$ cat src/design/stmm_pkg.sv
// Shared types and codes for the stereo-to-mono delay-and-sum mixer.
// No dependencies; imported by every module of the block.
package stmm_pkg;

  localparam int SAMPLE_W    = 16;
  localparam int MODE_W      = 3;
  localparam int DELAY_W     = 8;
  localparam int CFG_INDEX_W = 4;
  localparam int CFG_DATA_W  = 8;
  localparam int DEPTH_DEFAULT = 64;

  // mix_mode codes; unused codes fall back to average
  localparam logic [MODE_W-1:0] MODE_LEFT    = 3'd0;
  localparam logic [MODE_W-1:0] MODE_RIGHT   = 3'd1;
  localparam logic [MODE_W-1:0] MODE_CHOSEN  = 3'd2;
  localparam logic [MODE_W-1:0] MODE_DSUM    = 3'd3;
  localparam logic [MODE_W-1:0] MODE_AVERAGE = 3'd4;

  // register indexes on the config port
  localparam logic [CFG_INDEX_W-1:0] REG_MIX_MODE = 4'd0;
  localparam logic [CFG_INDEX_W-1:0] REG_DELAY    = 4'd1;

  localparam logic [MODE_W-1:0]  MIX_MODE_RESET = MODE_CHOSEN;
  localparam logic [DELAY_W-1:0] DELAY_RESET    = 8'd0;

  typedef struct packed {
    logic [MODE_W-1:0]         mix_mode;
    logic signed [DELAY_W-1:0] delay_samples;
  } stmm_cfg_t;

  typedef logic signed [SAMPLE_W-1:0] sample_t;

endpackage

$ cat src/design/stmm_history.sv
// Delay lines for both channels: two sample memories, write pointer and fill count.
// Depends on stmm_pkg.
module stmm_history import stmm_pkg::*; #(
  parameter int DELAY_DEPTH = DEPTH_DEFAULT
) (
  input  logic      clk_i,
  input  logic      rst_ni,
  input  stmm_cfg_t cfg_i,
  input  logic      rd_en_i,     // load read registers (stage 1 advances)
  input  logic      wr_en_i,     // accepted beat in delay-and-sum with nonzero delay
  input  sample_t   left_i,
  input  sample_t   right_i,
  output sample_t   left_rd_o,
  output sample_t   right_rd_o
);

  localparam int PTR_W = $clog2(DELAY_DEPTH);
  localparam int CNT_W = $clog2(DELAY_DEPTH + 1);
  localparam int CW    = (CNT_W > DELAY_W) ? CNT_W : DELAY_W;

  sample_t left_mem  [DELAY_DEPTH];
  sample_t right_mem [DELAY_DEPTH];

  logic [PTR_W-1:0] ptr_q, ptr_d;
  logic [CNT_W-1:0] fill_q, fill_d;
  logic             full;

  logic [DELAY_W-1:0] mag;
  logic [CW-1:0]      mag_ext, sat_mag;
  logic [CW:0]        rd_sum, rd_wrap;
  logic [PTR_W-1:0]   rd_addr;
  logic               rd_hit;

  sample_t left_rd_q, right_rd_q;
  logic    hit_q;

  assign full = (fill_q == CNT_W'(DELAY_DEPTH));

  // magnitude of the signed delay, clamped to the line length
  always_comb begin
    mag     = cfg_i.delay_samples[DELAY_W-1] ? DELAY_W'(-cfg_i.delay_samples)
                                             : DELAY_W'(cfg_i.delay_samples);
    mag_ext = CW'(mag);
    sat_mag = (mag_ext > CW'(DELAY_DEPTH)) ? CW'(DELAY_DEPTH) : mag_ext;
    rd_sum  = (CW+1)'(ptr_q) + (CW+1)'(DELAY_DEPTH) - (CW+1)'(sat_mag);
    rd_wrap = (rd_sum >= (CW+1)'(DELAY_DEPTH)) ? rd_sum - (CW+1)'(DELAY_DEPTH) : rd_sum;
    rd_addr = rd_wrap[PTR_W-1:0];
    // entries are written in order from zero, so [0, fill) holds data
    rd_hit  = full || ((CW+1)'(rd_addr) < (CW+1)'(fill_q));
  end

  always_comb begin
    ptr_d  = ptr_q;
    fill_d = fill_q;
    if (wr_en_i) begin
      ptr_d = (ptr_q == PTR_W'(DELAY_DEPTH - 1)) ? '0 : ptr_q + PTR_W'(1);
      if (!full) begin
        fill_d = fill_q + CNT_W'(1);
      end
    end
  end

  always_ff @(posedge clk_i or negedge rst_ni) begin
    if (!rst_ni) begin
      ptr_q  <= '0;
      fill_q <= '0;
    end else begin
      ptr_q  <= ptr_d;
      fill_q <= fill_d;
    end
  end

  // read-first: a full-length delay reads the slot being overwritten
  always_ff @(posedge clk_i) begin
    if (wr_en_i) begin
      left_mem[ptr_q]  <= left_i;
      right_mem[ptr_q] <= right_i;
    end
    if (rd_en_i) begin
      left_rd_q  <= left_mem[rd_addr];
      right_rd_q <= right_mem[rd_addr];
      hit_q      <= rd_hit;
    end
  end

  assign left_rd_o  = hit_q ? left_rd_q  : '0;
  assign right_rd_o = hit_q ? right_rd_q : '0;

endmodule

$ cat src/design/stmm_mix.sv
// Mixing datapath: mode select and truncating average of two samples.
// Depends on stmm_pkg.
module stmm_mix import stmm_pkg::*; (
  input  stmm_cfg_t cfg_i,
  input  sample_t   left_i,
  input  sample_t   right_i,
  input  logic      chosen_channel_i,
  input  sample_t   left_hist_i,
  input  sample_t   right_hist_i,
  output sample_t   mono_o
);

  // (a + b) / 2 toward zero; result always fits 16 bits, so no clamp is needed
  function automatic sample_t avg2(input sample_t a, input sample_t b);
    logic signed [SAMPLE_W:0] sum;
    logic signed [SAMPLE_W:0] adj;
    sum = (SAMPLE_W+1)'(a) + (SAMPLE_W+1)'(b);
    adj = sum + (SAMPLE_W+1)'(sum[SAMPLE_W]);
    return adj[SAMPLE_W:1];
  endfunction

  sample_t a_sel, b_sel;

  always_comb begin
    a_sel = left_i;
    b_sel = right_i;
    if (cfg_i.delay_samples > 0) begin
      b_sel = right_hist_i;
    end else if (cfg_i.delay_samples < 0) begin
      a_sel = left_hist_i;
    end
  end

  always_comb begin
    case (cfg_i.mix_mode)
      MODE_LEFT:   mono_o = left_i;
      MODE_RIGHT:  mono_o = right_i;
      MODE_CHOSEN: mono_o = chosen_channel_i ? right_i : left_i;
      MODE_DSUM:   mono_o = avg2(a_sel, b_sel);
      default:     mono_o = avg2(left_i, right_i);
    endcase
  end

endmodule

$ cat src/design/stereo_to_mono_delay_sum_mixer_unit.sv
// Top level of the stereo-to-mono delay-and-sum mixer: config registers, pipeline, handshakes.
// Depends on stmm_pkg, stmm_history and stmm_mix.
//
//   channel  direction  handshake               payload
//   in       sink       in_valid_i / in_stall_o left_sample_i, right_sample_i, chosen_channel_i
//   out      source     out_valid_o / out_stall_i  mono_sample_o
//   cfg      sink       cfg_valid_i / cfg_ready_o  cfg_index_i, cfg_data_i
//
// One beat per cycle sustained while out is not stalled; each beat passes through the
// history read register, then the result register. Delay-line reads use one read
// port per channel memory, registered. Reset clears the pointer and fill count;
// history entries not yet written read as zero. A stall on out holds the result
// register; stage 1 keeps accepting until it is also occupied.
module stereo_to_mono_delay_sum_mixer_unit import stmm_pkg::*; #(
  parameter int DELAY_DEPTH = DEPTH_DEFAULT
) (
  input  logic                   clk_i,
  input  logic                   rst_ni,
  input  logic                   in_valid_i,
  output logic                   in_stall_o,
  input  logic signed [15:0]     left_sample_i,
  input  logic signed [15:0]     right_sample_i,
  input  logic                   chosen_channel_i,
  output logic                   out_valid_o,
  input  logic                   out_stall_i,
  output logic signed [15:0]     mono_sample_o,
  input  logic                   cfg_valid_i,
  output logic                   cfg_ready_o,
  input  logic [CFG_INDEX_W-1:0] cfg_index_i,
  input  logic [CFG_DATA_W-1:0]  cfg_data_i
);

  stmm_cfg_t cfg_q;

  logic    s1_valid_q;
  sample_t s1_left_q, s1_right_q;
  logic    s1_chan_q;
  logic    out_valid_q;
  sample_t mono_q;

  logic    out_en, s1_en, in_accept, hist_wr;
  sample_t left_hist, right_hist, mono_d;

  assign cfg_ready_o = 1'b1;

  always_ff @(posedge clk_i or negedge rst_ni) begin
    if (!rst_ni) begin
      cfg_q.mix_mode      <= MIX_MODE_RESET;
      cfg_q.delay_samples <= DELAY_RESET;
    end else if (cfg_valid_i && cfg_ready_o) begin
      case (cfg_index_i)
        REG_MIX_MODE: cfg_q.mix_mode      <= cfg_data_i[MODE_W-1:0];
        REG_DELAY:    cfg_q.delay_samples <= cfg_data_i[DELAY_W-1:0];
        default: ;
      endcase
    end
  end

  assign out_en    = !out_valid_q || !out_stall_i;
  assign s1_en     = !s1_valid_q || out_en;
  assign in_stall_o = !s1_en;
  assign in_accept = in_valid_i && s1_en;
  assign hist_wr   = in_accept && (cfg_q.mix_mode == MODE_DSUM) &&
                     (cfg_q.delay_samples != '0);

  stmm_history #(
    .DELAY_DEPTH(DELAY_DEPTH)
  ) u_history (
    .clk_i     (clk_i),
    .rst_ni    (rst_ni),
    .cfg_i     (cfg_q),
    .rd_en_i   (s1_en),
    .wr_en_i   (hist_wr),
    .left_i    (left_sample_i),
    .right_i   (right_sample_i),
    .left_rd_o (left_hist),
    .right_rd_o(right_hist)
  );

  stmm_mix u_mix (
    .cfg_i           (cfg_q),
    .left_i          (s1_left_q),
    .right_i         (s1_right_q),
    .chosen_channel_i(s1_chan_q),
    .left_hist_i     (left_hist),
    .right_hist_i    (right_hist),
    .mono_o          (mono_d)
  );

  always_ff @(posedge clk_i or negedge rst_ni) begin
    if (!rst_ni) begin
      s1_valid_q  <= 1'b0;
      out_valid_q <= 1'b0;
    end else begin
      if (s1_en) begin
        s1_valid_q <= in_valid_i;
      end
      if (out_en) begin
        out_valid_q <= s1_valid_q;
      end
    end
  end

  always_ff @(posedge clk_i) begin
    if (s1_en) begin
      s1_left_q  <= left_sample_i;
      s1_right_q <= right_sample_i;
      s1_chan_q  <= chosen_channel_i;
    end
    if (out_en) begin
      mono_q <= mono_d;
    end
  end

  assign out_valid_o   = out_valid_q;
  assign mono_sample_o = mono_q;

  // input backpressure only when both stages hold beats and out is stalled
  a_stall_only_when_full: assert property (@(posedge clk_i) disable iff (!rst_ni)
    in_stall_o |-> (s1_valid_q && out_valid_q && out_stall_i))
    else $error("input stalled with room in the pipeline");

  // an accepted beat lands in stage 1
  a_accept_loads_s1: assert property (@(posedge clk_i) disable iff (!rst_ni)
    (in_valid_i && !in_stall_o) |=> s1_valid_q)
    else $error("accepted beat lost before stage 1");

  // a stage-1 beat moving on becomes a visible result
  a_s1_to_out: assert property (@(posedge clk_i) disable iff (!rst_ni)
    (s1_valid_q && out_en) |=> out_valid_o)
    else $error("stage-1 beat dropped");

endmodule

$ cat config.mk
export PLATFORM = sky130hd
export DESIGN_NAME = stereo_to_mono_delay_sum_mixer_unit
export DESIGN_NICKNAME = d
export VERILOG_FILES = /design/src/design/stmm_pkg.sv /design/src/design/stmm_history.sv /design/src/design/stmm_mix.sv /design/src/design/stereo_to_mono_delay_sum_mixer_unit.sv
export SDC_FILE = /design/constraint.sdc
export NUM_CORES = 2
export LEC_CHECK = 0
export BUFFER_PORTS_ARGS = -buffer_cell sky130_fd_sc_hd__buf_2
export CORE_MARGIN = 10
export CORE_UTILIZATION = 50
export DETAILED_ROUTE_END_ITERATION = 10
export HOLD_SLACK_MARGIN = 0.15
export PLACE_DENSITY_LB_ADDON = 0.25
export SLEW_MARGIN = 20
export SYNTH_ARGS = -nofsm -noshare
export SYNTH_HDL_FRONTEND = slang
export SYNTH_SLANG_ARGS = --single-unit
$ cat constraint.sdc
create_clock -name clk_i -period 12.1 [get_ports clk_i]
set_input_delay 2.42 -clock clk_i [delete_from_list [all_inputs] [get_ports clk_i]]
set_output_delay 2.42 -clock clk_i [all_outputs]
set_load 0.1 [all_outputs]
Word level (Yosys, flattened, before mapping)
Memories as Yosys holds them, arrays and structs flattened. A register that Yosys moved wholly into a read port is not among the register bits.
Index checks and enable logic that the tools add are counted.

operators by class
  add/sub/neg operators = 10
  magnitude comparators = 5
  equality and inequality tests = 6
  muxes and demuxes = 13
  bitwise logic cells = 1
  reductions and logical operators = 16

operator list
  kind                                                                    number
  16-bit two-way mux                                                      6
  16-bit one-hot mux with 4 select lines                                  1
  16-bit by 16-bit adder with 17-bit output                               2
  17-bit by 1-bit adder with 17-bit output                                2
  8-bit two-way mux                                                       2
  6-bit two-way mux                                                       2
  9-bit by 7-bit >= comparator with 1-bit output (second input constant)  1
  8-bit by 8-bit subtractor with 9-bit output                             1
  6-bit by 7-bit adder with 8-bit output (second input constant)          1
  8-bit by 1-bit > comparator with 1-bit output (second input constant)   1
  8-bit by 7-bit > comparator with 1-bit output (second input constant)   1
  8-bit by 1-bit < comparator with 1-bit output (second input constant)   1
  8-bit negator                                                           1
  8-bit nonzero test                                                      1
  7-bit by 1-bit adder with 7-bit output (second input constant)          1
  7-bit == test (second input constant)                                   1
  6-bit by 7-bit < comparator with 1-bit output                           1
  6-bit by 1-bit adder with 6-bit output (second input constant)          1
  3-bit by 2-bit == test with 1-bit output (second input constant)        2
  6-bit == test (second input constant)                                   1
  2-bit AND reduction                                                     3
  6-bit by 1-bit subtractor with 6-bit output (second input constant)     1
  4-bit by 1-bit == test with 1-bit output (second input constant)        1
  1-bit logical NOT                                                       4
  other kinds (7)                                                         12

storage, ports and cells
  flip-flop bits (word level) = 76
  bits in writable memories = 2,048
  input bits = 50
  output and inout port bits = 19
  word-level logic and storage cells = 64
  memories kept = 2

memory list
  name                 words  width  rd ports  clocked after memory_dff  wr ports  line                RTL
  u_history.left_mem   64     16     1         1                         1         stmm_history.sv:21  sample_t left_mem [DELAY_DEPTH];
  u_history.right_mem  64     16     1         1                         1         stmm_history.sv:22  sample_t right_mem [DELAY_DEPTH];

Longest topological paths before layout
  word-level depth = 9
  mapped depth = 23
  depth with buffers taken out = 22

Cells and area by module
Synthesis repeated with hierarchy kept, for this count alone.

unflattened totals
  cells, all modules = 4,398
  area total of the unflattened synthesis = 86,195.2 µm²

by module, submodules not included
  module                               times used  cells an instance  area each (µm²)  sequential area each (µm²)
  stmm_history                         1           3,911              81,090.3         62,815.2
  stmm_mix                             1           399                3,042.9          0.0
  stereo_to_mono_delay_sum_mixer_unit  1           88                 2,062.0          1,798.0

Worst setup path after synthesis
No wires, ideal clock.

  path kind = input port to output port
  start = in out_stall_i
  end = out in_stall_o
  arrival = 5.408 ns
  data required time = 9.680 ns
  path slack = 4.272 ns
  cell stages on the path = 2
  path buffers = 0
  path through = nand3_1 -> inv_1

between the ends
  cells in the longest elaborated chain, start to end = 4

ends and longest elaborated chain
  element            line                                       RTL
  from (decl)        stereo_to_mono_delay_sum_mixer_unit.sv:25  input logic out_stall_i,
  1-bit logical NOT  stereo_to_mono_delay_sum_mixer_unit.sv:59  assign out_en = !out_valid_q || !out_stall_i;
  1-bit logical OR   stereo_to_mono_delay_sum_mixer_unit.sv:59
  1-bit logical OR   stereo_to_mono_delay_sum_mixer_unit.sv:60  assign s1_en = !s1_valid_q || out_en;
  1-bit logical NOT  stereo_to_mono_delay_sum_mixer_unit.sv:61  assign in_stall_o = !s1_en;
  to (decl)          stereo_to_mono_delay_sum_mixer_unit.sv:20  output logic in_stall_o,

No other way between the ends.

Final worst setup path
Ends and elaborated chain as after synthesis.

==> results.md <==
- Syn_nets: 3879
- Initial antenna violation count: 15
- Die width: 433 um
- First-pass GRT wire length: 304 mm
- FF-to-FF Start: cfg_q[4]$_DFFE_PN0P_
- Fin. Hold Viols: 0
- Mapped Area: 85400 um^2
- Post-DP HPWL: 114 mm
- Final setup violation count: 0
- Initial DRC Count: 5552
- Outcome: finished clean
- WP data arrival: 4030 ps
- Startpoint types: input port
- Most frequent CP cell: buf_2
- Nets: 4076
- Setup bufs post-CTS: 0
- Synth area leader: edfxtp_1
- Die H: 433 um
- CTS buffer count: 212
- Crit. End Element: output pin
- Vias per cell: 6.43
- Hold WC Path Type: reg2reg
- Number of synthesized flops with an enable pin: 2130
- Post-layout min period: 6450 ps
- Bufs on Longest Clock Path: 3
- Clock-pin transition on the worst setup and hold timing paths: 60 ps
- Avg WL per Cell: 33.4 um
- Max frequency: 155 MHz
- Post-cts sizing count: 0
- Cells after Synth: 3778
- Slew headroom: 24.1%
- Yosys cell types: 86
- CP required: 9680 ps
- Critical path buffer and inverter count: 4
- Total gr overflow: 0
- Crit share post-route: 53.3%
- Synth-to-Final Area Change: 12.2%
- Post-Route WL: 213 mm
- Latest clock arrival within the worst-skew pair: 860 ps
- Worst reg2reg setup slack: 5980 ps
- Setup TNS: 0 ps
- Hold Path Sink: u_history.fill_q[4]$_DFFE_PN0P_
- Fill cell count: 12.3k
- Max VDD drop: 0.415 mV
- Worst hold start: u_history.fill_q[4]$_DFFE_PN0P_
- Ranking of synthesized cells by area: edfxtp_1, mux4_2, dfrtp_1
- #FFs+latches synth: 2156
- Vias: 41.0k
- IO Count: 69
- Die area: 188000 um^2
- Main synth FF type: edfxtp_1
- CTS Hold Bufs: 0
- Antenna Nets Post-Route: 0
- CP delay by family, top: buffers and inverters
- Pwr dens: 286 nW/um^2
- Largest net degree at the start of global routing: 145
- Register Area: 64600 um^2
- Hold Crit Depth: 1
- Max-Cap Viols: 0
- Layout cells sized above 1: 30.0%
- Clock Sinks: 2156
- Syn avg cell area: 22.6 um^2
- Synth top area share: 74.9%
- Worst-Margin Slew: 1130 ps
- Critical path class: in2out
- Worst clock skew: 51.3 ps
- Slowest cell on the critical path: buf_4
- Port bufs: 67
- CORE AREA: 170000 um^2
- Vias in the first global route: 40.6k
- Starting Density: 50.3%
- DRT Pass-1 Iters: 5
- Drt drc: 0
- Yosys warnings: 0
- FF-to-FF path depth: 11
- H-tree Lvls: 4
- Row count: 151
- TritonCTS clock tree: done
- Sequential share of the synthesized area: 75.6%
- Reg2reg end: u_history.right_rd_q[5]$_DFFE_PN_
- Root Buffer: clkbuf_16
- Synth async-reset ratio: 1.21%
- LEAKAGE: 30.0 nW
- GRT Overall Usage: 22.7%
- Slew Limit Fails: 0
- Critical path's largest stage delay: 700 ps
- Area of the multi-input gates: 20300 um^2
- Tot Pwr: 0.0274 W
- RSZ-0062 raised after global routing: no
- Crit-path cells: buf_2, nand3_4, buf_4, inv_1, buf_2
- Routability congestion estimate: 0.868
- CP Max Fanout: 51
-- cells by family (layout without fill, tap and decap cells) --
logic type / after synthesis / in the layout / share of synthesized area (%)
flip-flops: 2156 / 2156 / 75.6
multiplexers: 702 / 702 / 18.1
AND/OR/NAND/NOR: 338 / 338 / 1.89
buffers and inverters: 245 / 617 / 1.20
AO/OA/AOI/OAI: 222 / 222 / 1.73
XOR/XNOR: 63 / 63 / 0.668
adder cells (fa/ha/maj): 51 / 51 / 0.773
other: 1 / 10 / 0.00439
-- sequential cells by signal, indices dropped and copies added, names as in the netlist --
| register | flops |
|---|---|
| cfg_q | 11 |
| s1_chan_q | 1 |
| mono_sample_o | 16 |
| u_history.fill_q | 7 |
| u_history.left_rd_q | 16 |
| s1_right_q | 16 |
| u_history.right_mem | 1024 |
| u_history.hit_q | 1 |
| out_valid_o | 1 |
| s1_left_q | 16 |
| u_history.ptr_q | 6 |
| u_history.right_rd_q | 16 |
| s1_valid_q | 1 |
| u_history.left_mem | 1024 |
-- report_power, final --
part | switching (W) | internal, W
sequential | 0.000135 | 0.00849
clock | 0.00280 | 0.00346
combinational | 0.00679 | 0.00573
total | 0.00972 | 0.0177
-- routing by layer --
layer / GRT usage [%] / wire length (um) / vias to the layer above
li1: - / - / 16500
met1: 33.6 / 87200 / 22300
met2: 35.8 / 103000 / 1947
met3: 4.14 / 18700 / 284
met4: 4.78 / 4210 / 8
met5: 0 / 42 / -
-- worst max path at each step --
| stage | from | to | slack [ps] | depth (start not counted) |
|---|---|---|---|---|
| 2_1_floorplan | out_stall_i | in_stall_o | 4270 | 2 |
| 3_5_place_dp | out_stall_i | in_stall_o | 5620 | 5 |
| 4_1_cts | out_stall_i | in_stall_o | 5620 | 5 |
| 3_3_place_gp | out_stall_i | in_stall_o | 5630 | 5 |
| 5_1_grt | cfg_q[7]$_DFFE_PN0P_ | u_history.right_rd_q[5]$_DFFE_PN_ | 5510 | 9 |
| 6_report | out_stall_i | in_stall_o | 5650 | 5 |
-- synth_stat cells, types with 15 or more instances --
cell type,instances
inv_1,54
edfxtp_1,2130
nand2_1,104
nand3_1,27
nor2_1,109
buf_2,58
mux2i_1,19
mux4_2,670
o21ai_0,55
xnor2_1,48
a21oi_1,50
nand2b_1,15
dfrtp_1,25
clkbuf_1,122
ha_1,48
-- layout by cell type, fill, tap and decap left out, types with 13 or more instances in the layout --
master	Yosys	final
a21o_1	13	13
a21oi_1	50	50
buf_2	58	53
buf_4	3	113
clkbuf_1	122	48
clkbuf_16	0	213
clkinv_1	0	54
clkinv_2	0	43
dfrtp_1	25	25
edfxtp_1	2130	2130
ha_1	48	47
inv_1	54	54
mux2i_1	19	19
mux4_2	670	670
nand2_1	104	104
nand2b_1	15	15
nand3_1	27	26
nor2_1	109	45
nor2_4	0	64
nor3_1	14	14
o21ai_0	55	55
o22ai_1	14	14
xnor2_1	48	46
xor2_1	14	13
-- layout make-up --
class / count / share of cell area [%]
sequential: 2156 / 67.4
multi-input combinational: 1377 / 21.2
clock buffer: 261 / 5.75
tap: 2218 / 2.90
timing repair buffer: 174 / 1.34
clock inverter: 128 / 1.14
inverter: 54 / 0.212
antenna: 9 / 0.0235
-- per-stage QoR --
stage          util (%)  cells  hold slack, ps  setup slack, ps  instance area, um^2
2_1_floorplan         -   3778             435             4270                85400
3_3_place_gp       52.5   5978             460             5630                89100
3_5_place_dp       52.5   5978             463             5620                89200
4_1_cts            56.4   6367             475             5620                95800
5_1_grt            56.5   6369             517             5510                95800
6_report           56.5   6377             475             5650                95800
Note: power is estimated with default switching activity, not from simulation.
